<file path="src/hdl/assert_macros.svh">
// Assertion helpers shared by the RTL.
`ifndef ASSERT_MACROS_SVH
`define ASSERT_MACROS_SVH

`ifndef NO_ASSERTIONS

// Check on every rising edge, ignored while reset is high.
`define ACWS_ASSERT(lbl, clk, rst, prop) \
   lbl: assert property (@(posedge clk) disable iff (rst) prop) \
      else $error("assertion failed");

// Check on every rising edge, reset included.
`define ACWS_ASSERT_ALWAYS(lbl, clk, prop) \
   lbl: assert property (@(posedge clk) prop) \
      else $error("assertion failed");

`else

`define ACWS_ASSERT(lbl, clk, rst, prop)
`define ACWS_ASSERT_ALWAYS(lbl, clk, prop)

`endif

`endif

</file>
<file path="src/hdl/acws_pkg.sv">
package acws_pkg;

   localparam int unsigned WINDOW   = 16;
   localparam int unsigned CHANNELS = 8;

   localparam int unsigned CH_IN_W  = 3;
   localparam int unsigned FRAME_W  = 24;
   localparam int unsigned SMP_W    = 12;
   localparam int unsigned SMP_LSB  = 2;
   localparam int unsigned AVG_W    = 16;
   localparam int unsigned FILL_W   = 5;
   localparam int unsigned FRAC_W   = 4;

   localparam int unsigned IDX_W      = (WINDOW > 1) ? $clog2(WINDOW) : 1;
   localparam int unsigned CHSEL_W    = (CHANNELS > 1) ? $clog2(CHANNELS) : 1;
   localparam int unsigned CNT_W      = $clog2(WINDOW + 1);
   localparam int unsigned RING_DEPTH = CHANNELS * WINDOW;
   localparam int unsigned ADDR_W     = (RING_DEPTH > 1) ? $clog2(RING_DEPTH) : 1;
   localparam int unsigned SUM_W      = SMP_W + IDX_W;

   localparam int unsigned DIVD_W    = SUM_W + FRAC_W;
   localparam int unsigned DIV_RADIX = 4;
   localparam int unsigned DIV_STEPS = (DIVD_W + DIV_RADIX - 1) / DIV_RADIX;
   localparam int unsigned DIV_BITS  = DIV_STEPS * DIV_RADIX;
   localparam int unsigned STEP_W    = (DIV_STEPS > 1) ? $clog2(DIV_STEPS) : 1;
   localparam int unsigned REM_W     = CNT_W + 1;

   typedef struct packed {
      logic [CHSEL_W-1:0] ch;
      logic [IDX_W-1:0]   slot;
      logic [CNT_W-1:0]   count;
      logic [SMP_W-1:0]   smp;
   } walk_cmd_type;

   typedef struct packed {
      logic [SMP_W-1:0] min;
      logic [SMP_W-1:0] max;
      logic [SUM_W-1:0] sum;
   } walk_stats_type;

   typedef enum logic [1:0] {
      ST_IDLE,
      ST_WALK,
      ST_DIV,
      ST_DONE
   } state_type;

endpackage

</file>
<file path="src/hdl/acws_ring_walker.sv">
module acws_ring_walker
   import acws_pkg::*;
(
   input  logic           clock,
   input  logic           reset,
   input  logic           start,
   input  walk_cmd_type   cmd,
   output logic           done,
   output walk_stats_type stats
);

   logic [SMP_W-1:0]   ring [RING_DEPTH];
   logic [ADDR_W-1:0]  wr_addr;
   logic [ADDR_W-1:0]  rd_addr;
   logic [SMP_W-1:0]   data_ff;
   logic [CHSEL_W-1:0] ch_ff;
   logic [IDX_W-1:0]   idx_ff, idx_in;
   logic [IDX_W-1:0]   last_idx_ff;
   logic               issue_ff, issue_in;
   logic               rd_vld_ff;
   logic               rd_last_ff;
   logic               done_ff;
   walk_stats_type     stats_ff;

   assign wr_addr = ADDR_W'(cmd.ch) * ADDR_W'(WINDOW) + ADDR_W'(cmd.slot);
   assign rd_addr = ADDR_W'(ch_ff) * ADDR_W'(WINDOW) + ADDR_W'(idx_ff);

   // write on start; reads begin the cycle after, so they see the new sample
   always_ff @(posedge clock) begin
      if (start) begin
         ring[wr_addr] <= cmd.smp;
      end
      data_ff <= ring[rd_addr];
   end

   always_comb begin
      issue_in = issue_ff;
      idx_in   = idx_ff;
      if (start) begin
         issue_in = 1'b1;
         idx_in   = '0;
      end else if (issue_ff) begin
         if (idx_ff == last_idx_ff) begin
            issue_in = 1'b0;
         end else begin
            idx_in = idx_ff + IDX_W'(1);
         end
      end
   end

   always_ff @(posedge clock) begin
      if (reset) begin
         issue_ff  <= 1'b0;
         rd_vld_ff <= 1'b0;
         done_ff   <= 1'b0;
      end else begin
         issue_ff  <= issue_in;
         rd_vld_ff <= issue_ff;
         done_ff   <= rd_vld_ff && rd_last_ff;
      end
   end

   always_ff @(posedge clock) begin
      idx_ff     <= idx_in;
      rd_last_ff <= (idx_ff == last_idx_ff);
      if (start) begin
         ch_ff        <= cmd.ch;
         last_idx_ff  <= IDX_W'(cmd.count - CNT_W'(1));
         stats_ff.min <= '1;
         stats_ff.max <= '0;
         stats_ff.sum <= '0;
      end else if (rd_vld_ff) begin
         if (data_ff < stats_ff.min) begin
            stats_ff.min <= data_ff;
         end
         if (data_ff > stats_ff.max) begin
            stats_ff.max <= data_ff;
         end
         stats_ff.sum <= stats_ff.sum + SUM_W'(data_ff);
      end
   end

   assign done  = done_ff;
   assign stats = stats_ff;

endmodule

</file>
<file path="src/hdl/acws_divider.sv">
module acws_divider
   import acws_pkg::*;
(
   input  logic             clock,
   input  logic             reset,
   input  logic             start,
   input  logic [SUM_W-1:0] sum,
   input  logic [CNT_W-1:0] divisor,
   output logic             done,
   output logic [AVG_W-1:0] quotient
);

   logic [DIVD_W-1:0]   dividend;
   logic [DIV_BITS-1:0] q_ff, q_in;
   logic [REM_W-1:0]    rem_ff, rem_in;
   logic [CNT_W-1:0]    div_ff;
   logic [STEP_W-1:0]   step_ff;
   logic                busy_ff;
   logic                done_ff;

   assign dividend = {sum, FRAC_W'(0)};

   // restoring division, DIV_RADIX quotient bits per cycle
   always_comb begin
      q_in   = q_ff;
      rem_in = rem_ff;
      for (int k = 0; k < DIV_RADIX; k++) begin
         rem_in = {rem_in[REM_W-2:0], q_in[DIV_BITS-1]};
         q_in   = {q_in[DIV_BITS-2:0], 1'b0};
         if (rem_in >= {1'b0, div_ff}) begin
            rem_in  = rem_in - {1'b0, div_ff};
            q_in[0] = 1'b1;
         end
      end
   end

   always_ff @(posedge clock) begin
      if (reset) begin
         busy_ff <= 1'b0;
         done_ff <= 1'b0;
      end else begin
         done_ff <= 1'b0;
         if (start) begin
            busy_ff <= 1'b1;
         end else if (busy_ff && step_ff == STEP_W'(DIV_STEPS - 1)) begin
            busy_ff <= 1'b0;
            done_ff <= 1'b1;
         end
      end
   end

   always_ff @(posedge clock) begin
      if (start) begin
         q_ff    <= DIV_BITS'(dividend);
         rem_ff  <= '0;
         div_ff  <= divisor;
         step_ff <= '0;
      end else if (busy_ff) begin
         q_ff    <= q_in;
         rem_ff  <= rem_in;
         step_ff <= step_ff + STEP_W'(1);
      end
   end

   assign done     = done_ff;
   assign quotient = AVG_W'(q_ff);

endmodule

</file>
<file path="src/hdl/adc_channel_window_statistics_core.sv">
// Per-channel window statistics for frames from an eight-channel 12-bit converter.
//
// Input channel (req_*): valid/ready; one item carries a channel number, the 24-bit
// received frame and a transfer-failed flag. The sample is frame bits 13..2, or zero
// on a failed transfer, and is stored in that channel's ring of the last WINDOW samples.
// Result channel (rsp_*): valid/ready; one item per input item with the sample, the
// minimum, maximum and fill count of the channel's stored samples, and the average as
// unsigned fixed point with 4 fraction bits.
//
// Sequencing: one item at a time. The stored entries are walked through the
// single read port of the sample memory, one entry per cycle; the radix-16 divider starts
// when the walk is done and works through DIV_STEPS steps, and then the result is
// loaded into the output register. The next item is accepted only after that load, when
// the block is back in its idle state.
// A result waiting in the output register does not block the next item; the block only
// holds in its final state when a second result is ready before the first was taken.
// Reset clears the write slot and fill count of every channel; the ring needs no clear
// since only written entries are ever read.
`include "assert_macros.svh"

module adc_channel_window_statistics_core
   import acws_pkg::*;
(
   input  logic               clock,
   input  logic               reset,
   input  logic               req_valid,
   output logic               req_ready,
   input  logic [CH_IN_W-1:0] req_channel,
   input  logic [FRAME_W-1:0] req_rx_frame,
   input  logic               req_transfer_failed,
   output logic               rsp_valid,
   input  logic               rsp_ready,
   output logic [SMP_W-1:0]   rsp_sample,
   output logic [SMP_W-1:0]   rsp_window_min,
   output logic [SMP_W-1:0]   rsp_window_max,
   output logic [AVG_W-1:0]   rsp_window_average,
   output logic [FILL_W-1:0]  rsp_window_fill
);

   state_type          state_ff, state_in;
   logic [IDX_W-1:0]   slot_ff [CHANNELS];
   logic [CNT_W-1:0]   fill_ff [CHANNELS];

   logic               accept;
   logic               walk_start;
   logic               walk_done;
   logic               div_start;
   logic               div_done;
   logic               rsp_load;
   logic               req_oor;
   logic [CHSEL_W-1:0] ch_sel;
   logic [SMP_W-1:0]   req_smp;
   logic [IDX_W-1:0]   cur_slot, next_slot;
   logic [CNT_W-1:0]   cur_fill, new_fill;
   walk_cmd_type       walk_cmd;
   walk_stats_type     walk_stats;
   logic [AVG_W-1:0]   quotient;

   logic [SMP_W-1:0]   smp_ff;
   logic               oor_ff;
   logic [CNT_W-1:0]   fill_lat_ff;

   logic               rsp_valid_ff, rsp_valid_in;
   logic [SMP_W-1:0]   rsp_sample_ff;
   logic [SMP_W-1:0]   rsp_min_ff;
   logic [SMP_W-1:0]   rsp_max_ff;
   logic [AVG_W-1:0]   rsp_avg_ff;
   logic [FILL_W-1:0]  rsp_fill_ff;

   // ---------------------------------------------------------------------------
   // Decode the incoming item
   // ---------------------------------------------------------------------------
   assign req_smp = req_transfer_failed ? '0 : req_rx_frame[SMP_LSB +: SMP_W];
   // a channel beyond the configured count touches no channel state and reports zero statistics
   assign req_oor = ({1'b0, req_channel} >= (CH_IN_W + 1)'(CHANNELS));
   assign ch_sel  = req_channel[CHSEL_W-1:0];

   assign req_ready  = (state_ff == ST_IDLE);
   assign accept     = req_valid && req_ready;
   assign walk_start = accept && !req_oor;

   // per-channel write slot and fill count: wrap the slot, saturate the fill
   assign cur_slot  = slot_ff[ch_sel];
   assign cur_fill  = fill_ff[ch_sel];
   assign next_slot = (cur_slot == IDX_W'(WINDOW - 1)) ? '0 : cur_slot + IDX_W'(1);
   assign new_fill  = (cur_fill == CNT_W'(WINDOW)) ? cur_fill : cur_fill + CNT_W'(1);

   assign walk_cmd.ch    = ch_sel;
   assign walk_cmd.slot  = cur_slot;
   assign walk_cmd.count = new_fill;
   assign walk_cmd.smp   = req_smp;

   always_ff @(posedge clock) begin
      if (reset) begin
         for (int i = 0; i < CHANNELS; i++) begin
            slot_ff[i] <= '0;
            fill_ff[i] <= '0;
         end
      end else if (walk_start) begin
         slot_ff[ch_sel] <= next_slot;
         fill_ff[ch_sel] <= new_fill;
      end
   end

   // hold the fields of the item in flight
   always_ff @(posedge clock) begin
      if (accept) begin
         smp_ff      <= req_smp;
         oor_ff      <= req_oor;
         fill_lat_ff <= new_fill;
      end
   end

   // ---------------------------------------------------------------------------
   // Ring walk and average division
   // ---------------------------------------------------------------------------
   acws_ring_walker u_walker (
      .clock (clock),
      .reset (reset),
      .start (walk_start),
      .cmd   (walk_cmd),
      .done  (walk_done),
      .stats (walk_stats)
   );

   acws_divider u_divider (
      .clock    (clock),
      .reset    (reset),
      .start    (div_start),
      .sum      (walk_stats.sum),
      .divisor  (fill_lat_ff),
      .done     (div_done),
      .quotient (quotient)
   );

   // ---------------------------------------------------------------------------
   // Sequencer
   // ---------------------------------------------------------------------------
   always_ff @(posedge clock) begin
      if (reset) begin
         state_ff <= ST_IDLE;
      end else begin
         state_ff <= state_in;
      end
   end

   always_comb begin
      state_in  = state_ff;
      div_start = 1'b0;
      rsp_load  = 1'b0;
      unique case (state_ff)
         ST_IDLE: begin
            if (accept) begin
               state_in = req_oor ? ST_DONE : ST_WALK;
            end
         end
         ST_WALK: begin
            if (walk_done) begin
               div_start = 1'b1;
               state_in  = ST_DIV;
            end
         end
         ST_DIV: begin
            if (div_done) begin
               state_in = ST_DONE;
            end
         end
         ST_DONE: begin
            // wait only while the output register still holds an untaken result
            if (!rsp_valid_ff || rsp_ready) begin
               rsp_load = 1'b1;
               state_in = ST_IDLE;
            end
         end
         default: begin
            state_in = ST_IDLE;
         end
      endcase
   end

   // ---------------------------------------------------------------------------
   // Output register
   // ---------------------------------------------------------------------------
   always_comb begin
      rsp_valid_in = rsp_valid_ff;
      if (rsp_load) begin
         rsp_valid_in = 1'b1;
      end else if (rsp_ready) begin
         rsp_valid_in = 1'b0;
      end
   end

   always_ff @(posedge clock) begin
      if (reset) begin
         rsp_valid_ff <= 1'b0;
      end else begin
         rsp_valid_ff <= rsp_valid_in;
      end
   end

   always_ff @(posedge clock) begin
      if (rsp_load) begin
         rsp_sample_ff <= smp_ff;
         rsp_min_ff    <= oor_ff ? '0 : walk_stats.min;
         rsp_max_ff    <= oor_ff ? '0 : walk_stats.max;
         rsp_avg_ff    <= oor_ff ? '0 : quotient;
         rsp_fill_ff   <= oor_ff ? '0 : FILL_W'(fill_lat_ff);
      end
   end

   assign rsp_valid          = rsp_valid_ff;
   assign rsp_sample         = rsp_sample_ff;
   assign rsp_window_min     = rsp_min_ff;
   assign rsp_window_max     = rsp_max_ff;
   assign rsp_window_average = rsp_avg_ff;
   assign rsp_window_fill    = rsp_fill_ff;

   // ---------------------------------------------------------------------------
   // Checks
   // ---------------------------------------------------------------------------
   `ACWS_ASSERT(a_walk_done_in_walk, clock, reset, walk_done |-> state_ff == ST_WALK)
   `ACWS_ASSERT(a_div_done_in_div, clock, reset, div_done |-> state_ff == ST_DIV)
   `ACWS_ASSERT(a_fill_nonzero, clock, reset, (state_ff == ST_DONE && !oor_ff) |-> fill_lat_ff != '0)
   `ACWS_ASSERT(a_rsp_from_done, clock, reset, $rose(rsp_valid_ff) |-> $past(state_ff == ST_DONE))
   `ACWS_ASSERT_ALWAYS(a_reset_idle, clock, $past(reset) |-> (state_ff == ST_IDLE && !rsp_valid_ff))

endmodule

</file>
<file path="config.mk">
export PLATFORM = sky130hd
export DESIGN_NAME = adc_channel_window_statistics_core
export DESIGN_NICKNAME = d
export VERILOG_FILES = /design/src/hdl/acws_pkg.sv /design/src/hdl/acws_ring_walker.sv /design/src/hdl/acws_divider.sv /design/src/hdl/adc_channel_window_statistics_core.sv
export VERILOG_INCLUDE_DIRS = /design/src /design/src/hdl
export SDC_FILE = /design/constraint.sdc
export NUM_CORES = 2
export LEC_CHECK = 0
export ABC_AREA = 1
export BUFFER_PORTS_ARGS = -buffer_cell sky130_fd_sc_hd__buf_2
export CORE_ASPECT_RATIO = 1.25
export CORE_MARGIN = 2
export CORE_UTILIZATION = 45
export CTS_CLUSTER_SIZE = 8
export DETAILED_ROUTE_END_ITERATION = 10
export SYNTH_ARGS = -nofsm -noshare
export SYNTH_HDL_FRONTEND = slang
export SYNTH_SLANG_ARGS = --single-unit
export TNS_END_PERCENT = 5
</file>
<file path="constraint.sdc">
create_clock -name clock -period 14.5 [get_ports clock]
set_input_delay 2.175 -clock clock [delete_from_list [all_inputs] [get_ports clock]]
set_output_delay 2.175 -clock clock [all_outputs]
set_load 0.02 [all_outputs]
</file>
==> flow_metrics.tcl <==
set metrics [dict create \
    clk_latency_ps 850 \
    grt_max_degree 198 \
    synth_edf_count 1710 \
    finalSetupViolCount 0 \
    stdcell_count 7887 \
    ys_warn_count 0 \
    crit_fanout 8 \
    cap_violations 0 \
    grt_pass1_wl_mm 286.1 \
    crit_type "reg2reg" \
    drc 0 \
    nets 5850 \
    numCtsBuffers 241 \
    period_needed_ps 6519 \
    regArea_mm2 0.05291 \
    rsz0062_at_grt "false" \
    fp.coreArea_mm2 0.1596 \
    drt-initial-drc-count 4520 \
    grt_pass1_vias 44954 \
    ctsRootBufferMaster "clkbuf_16" \
    num_rows 164 \
    h-tree-depth 4 \
    post_cts_resized 0 \
    gp_congestion 0.8409 \
    clock_path_buffers 3 \
    cts_tree "yes" \
    port_buffers 78 \
    dp_hpwl_mm 107.1 \
    slowest_delay_ps 450 \
    min_period_over_period_pct 44.96 \
    synth-seq-cells 1787 \
    viasPerCell 5.849 \
    drv_slew 0 \
    antenna_found_initial 2 \
    vdd_ir_drop_max_mv 0.1419 \
    yosys.area.top_type "edfxtp_1" \
    end_kind "flip-flop" \
    start_kind "flip-flop" \
    die_h_um 452.0 \
    worstMarginPinSlew_ps 1300 \
    ys_types 54 \
    critPathRequiredTime_ps 15220 \
    top_level_ports 91 \
    slowest_stage "edfxtp_1" \
    antenna_left 0 \
    fillerInstances 13509 \
    slew-limit-headroom_pct 12.99 \
    synthesis.nets 5780 \
    critPathBufInv 5 \
    synthArstFlopShare_pct 0 \
    drt-pass1-iter-count 7 \
    synthCells 5677 \
    path_clk_slew_ps 60 \
    synth_ff_type "edfxtp_1" \
    synth_area_mm2 0.07225 \
    hold_slack_ps 412.7 \
    p_per_area_mw_per_mm2 183.1 \
    leakage_uw 0.02710 \
    initial_utilization_pct 45.26 \
    synth.most_common_cell "edfxtp_1" \
    wl_mm 193.4 \
    crit_top_cell "nor2_1" \
    grt_overflow 0 \
    syn2layout_area_growth_pct 12.47 \
    synth_common_cells "edfxtp_1, nor2_1, o21ai_0, o22ai_1, clkbuf_1" \
    multi_input_area_mm2 0.01720 \
    cts.sinks 1787 \
    ys_seq_area_share_pct 73.21 \
    skew_ps 27.21 \
    cp.arrival_ps 7240 \
    grt_use_total_pct 23.33 \
    via_count 46134 \
    yosys-top-cells-area "edfxtp_1, o21ai_0, nor2_1, o22ai_1, dfxtp_1" \
    tns_ps 0 \
    path_delay_family "simple AND/OR/NAND/NOR gates" \
    status "finished clean" \
    hold_violations 0 \
    hold_class "reg2reg" \
    die_w_um 362.4 \
    die_area_mm2 0.1638 \
    max_freq_mhz 153.4 \
    postSynthAreaPerCell_um2 12.73 \
    layout-drive-gt1-share_pct 9.416 \
    routedWlPerCell_um 24.52 \
    post-place-cells 7579 \
    cts_hold_buffers 0 \
    post_cts_buffers 0 \
    synth.top_cell.area_share_pct 71.07 \
]
[through the flow]
stage | total power, µW | setup WS [ps] | util, % | instance area, µm²
6_report | 14880 | 7981 | 50.90 | 81250
5_1_grt | 15570 | 7382 | 50.89 | 81250
4_1_cts | 14930 | 8020 | 50.89 | 81250
3_5_place_dp | 9941 | 7815 | 46.82 | 74740
3_3_place_gp | 9870 | 7834 | 46.82 | 74740
2_1_floorplan | 8729 | 8306 | - | 72250
[cell usage in the layout (no fill, tap or decap), types with 49 or more instances in the layout]
| cell type | count |
|---|---|
| clkbuf_16 | 247 |
| inv_1 | 158 |
| a21oi_1 | 88 |
| buf_2 | 78 |
| nor2_1 | 1112 |
| clkbuf_1 | 49 |
| o21ai_0 | 965 |
| buf_4 | 108 |
| o22ai_1 | 390 |
| nand3_1 | 84 |
| edfxtp_1 | 1710 |
| dfxtp_1 | 73 |
| o211ai_1 | 141 |
| ha_1 | 66 |
| nand2_1 | 246 |
[tightest hold or removal path, cell delays in order, from the launching register on]
cell and delay (ps):
dfxtp_1 290, nand2_1 50, nor2_1 30
[sequential cells by signal, summed over array words and instances, names as in the netlist, 3 cells and up]
name,cells
u_walker.ring,1536
fill_ff,40
u_walker.stats,40
slot_ff,32
u_divider.q_ff,20
rsp_window_average,16
rsp_sample,12
rsp_window_max,12
rsp_window_min,12
smp_ff,12
u_walker.data_ff,12
fill_lat_ff,5
rsp_window_fill,5
u_divider.div_ff,5
u_divider.rem_ff,5
u_walker.idx_ff,4
u_walker.last_idx_ff,4
u_divider.step_ff,3
u_walker.ch_ff,3
[cell type report]
class	instances	area share (%)
Tap cell	2075	3.195
Inverter	181	0.8777
Clock inverter	9	0.1771
Multi-Input combinational cell	3344	21.17
Timing Repair Buffer	192	1.626
Antenna cell	3	0.009239
Clock buffer	296	7.833
Sequential cell	1787	65.11
[report_power, final]
part	total [µW]	internal, µW	switching, µW
Clock	5000	3000	2000
Sequential	5970	5840	132
Combinational	3910	1120	2780
[layer usage]
metal,GRT usage (%),routed length [µm],part of all wire (%),up-vias
met1,29.90,76630,40,22944
met3,3.329,12650,6.5,371
met5,0,0,0,-
met4,11.27,8778,4.5,0
met2,39.07,95320,49,1805
li1,-,-,-,21014
[worst paths after layout]
check / depth (start not counted) / slack [ps] / end / from
setup reg to reg: 37 / 7980 / u_divider.rem_ff[2] / u_divider.div_ff[1]
hold / removal: 2 / 410 / u_walker.done / u_walker.rd_last_ff
setup / recovery: 37 / 7980 / u_divider.rem_ff[2] / u_divider.div_ff[1]
hold reg to reg: 2 / 410 / u_walker.done / u_walker.rd_last_ff
[kinds of logic after synthesis]
| logic type | synth area share, % |
|---|---|
| AND/OR/NAND/NOR | 8.825 |
| AO/OA/AOI/OAI | 13.24 |
| flip-flops | 73.21 |
| buffers and inverters | 3.143 |
| XOR/XNOR | 0.3048 |
| adder cells (fa/ha/maj) | 1.282 |
(Power assumes the default switching activity.)
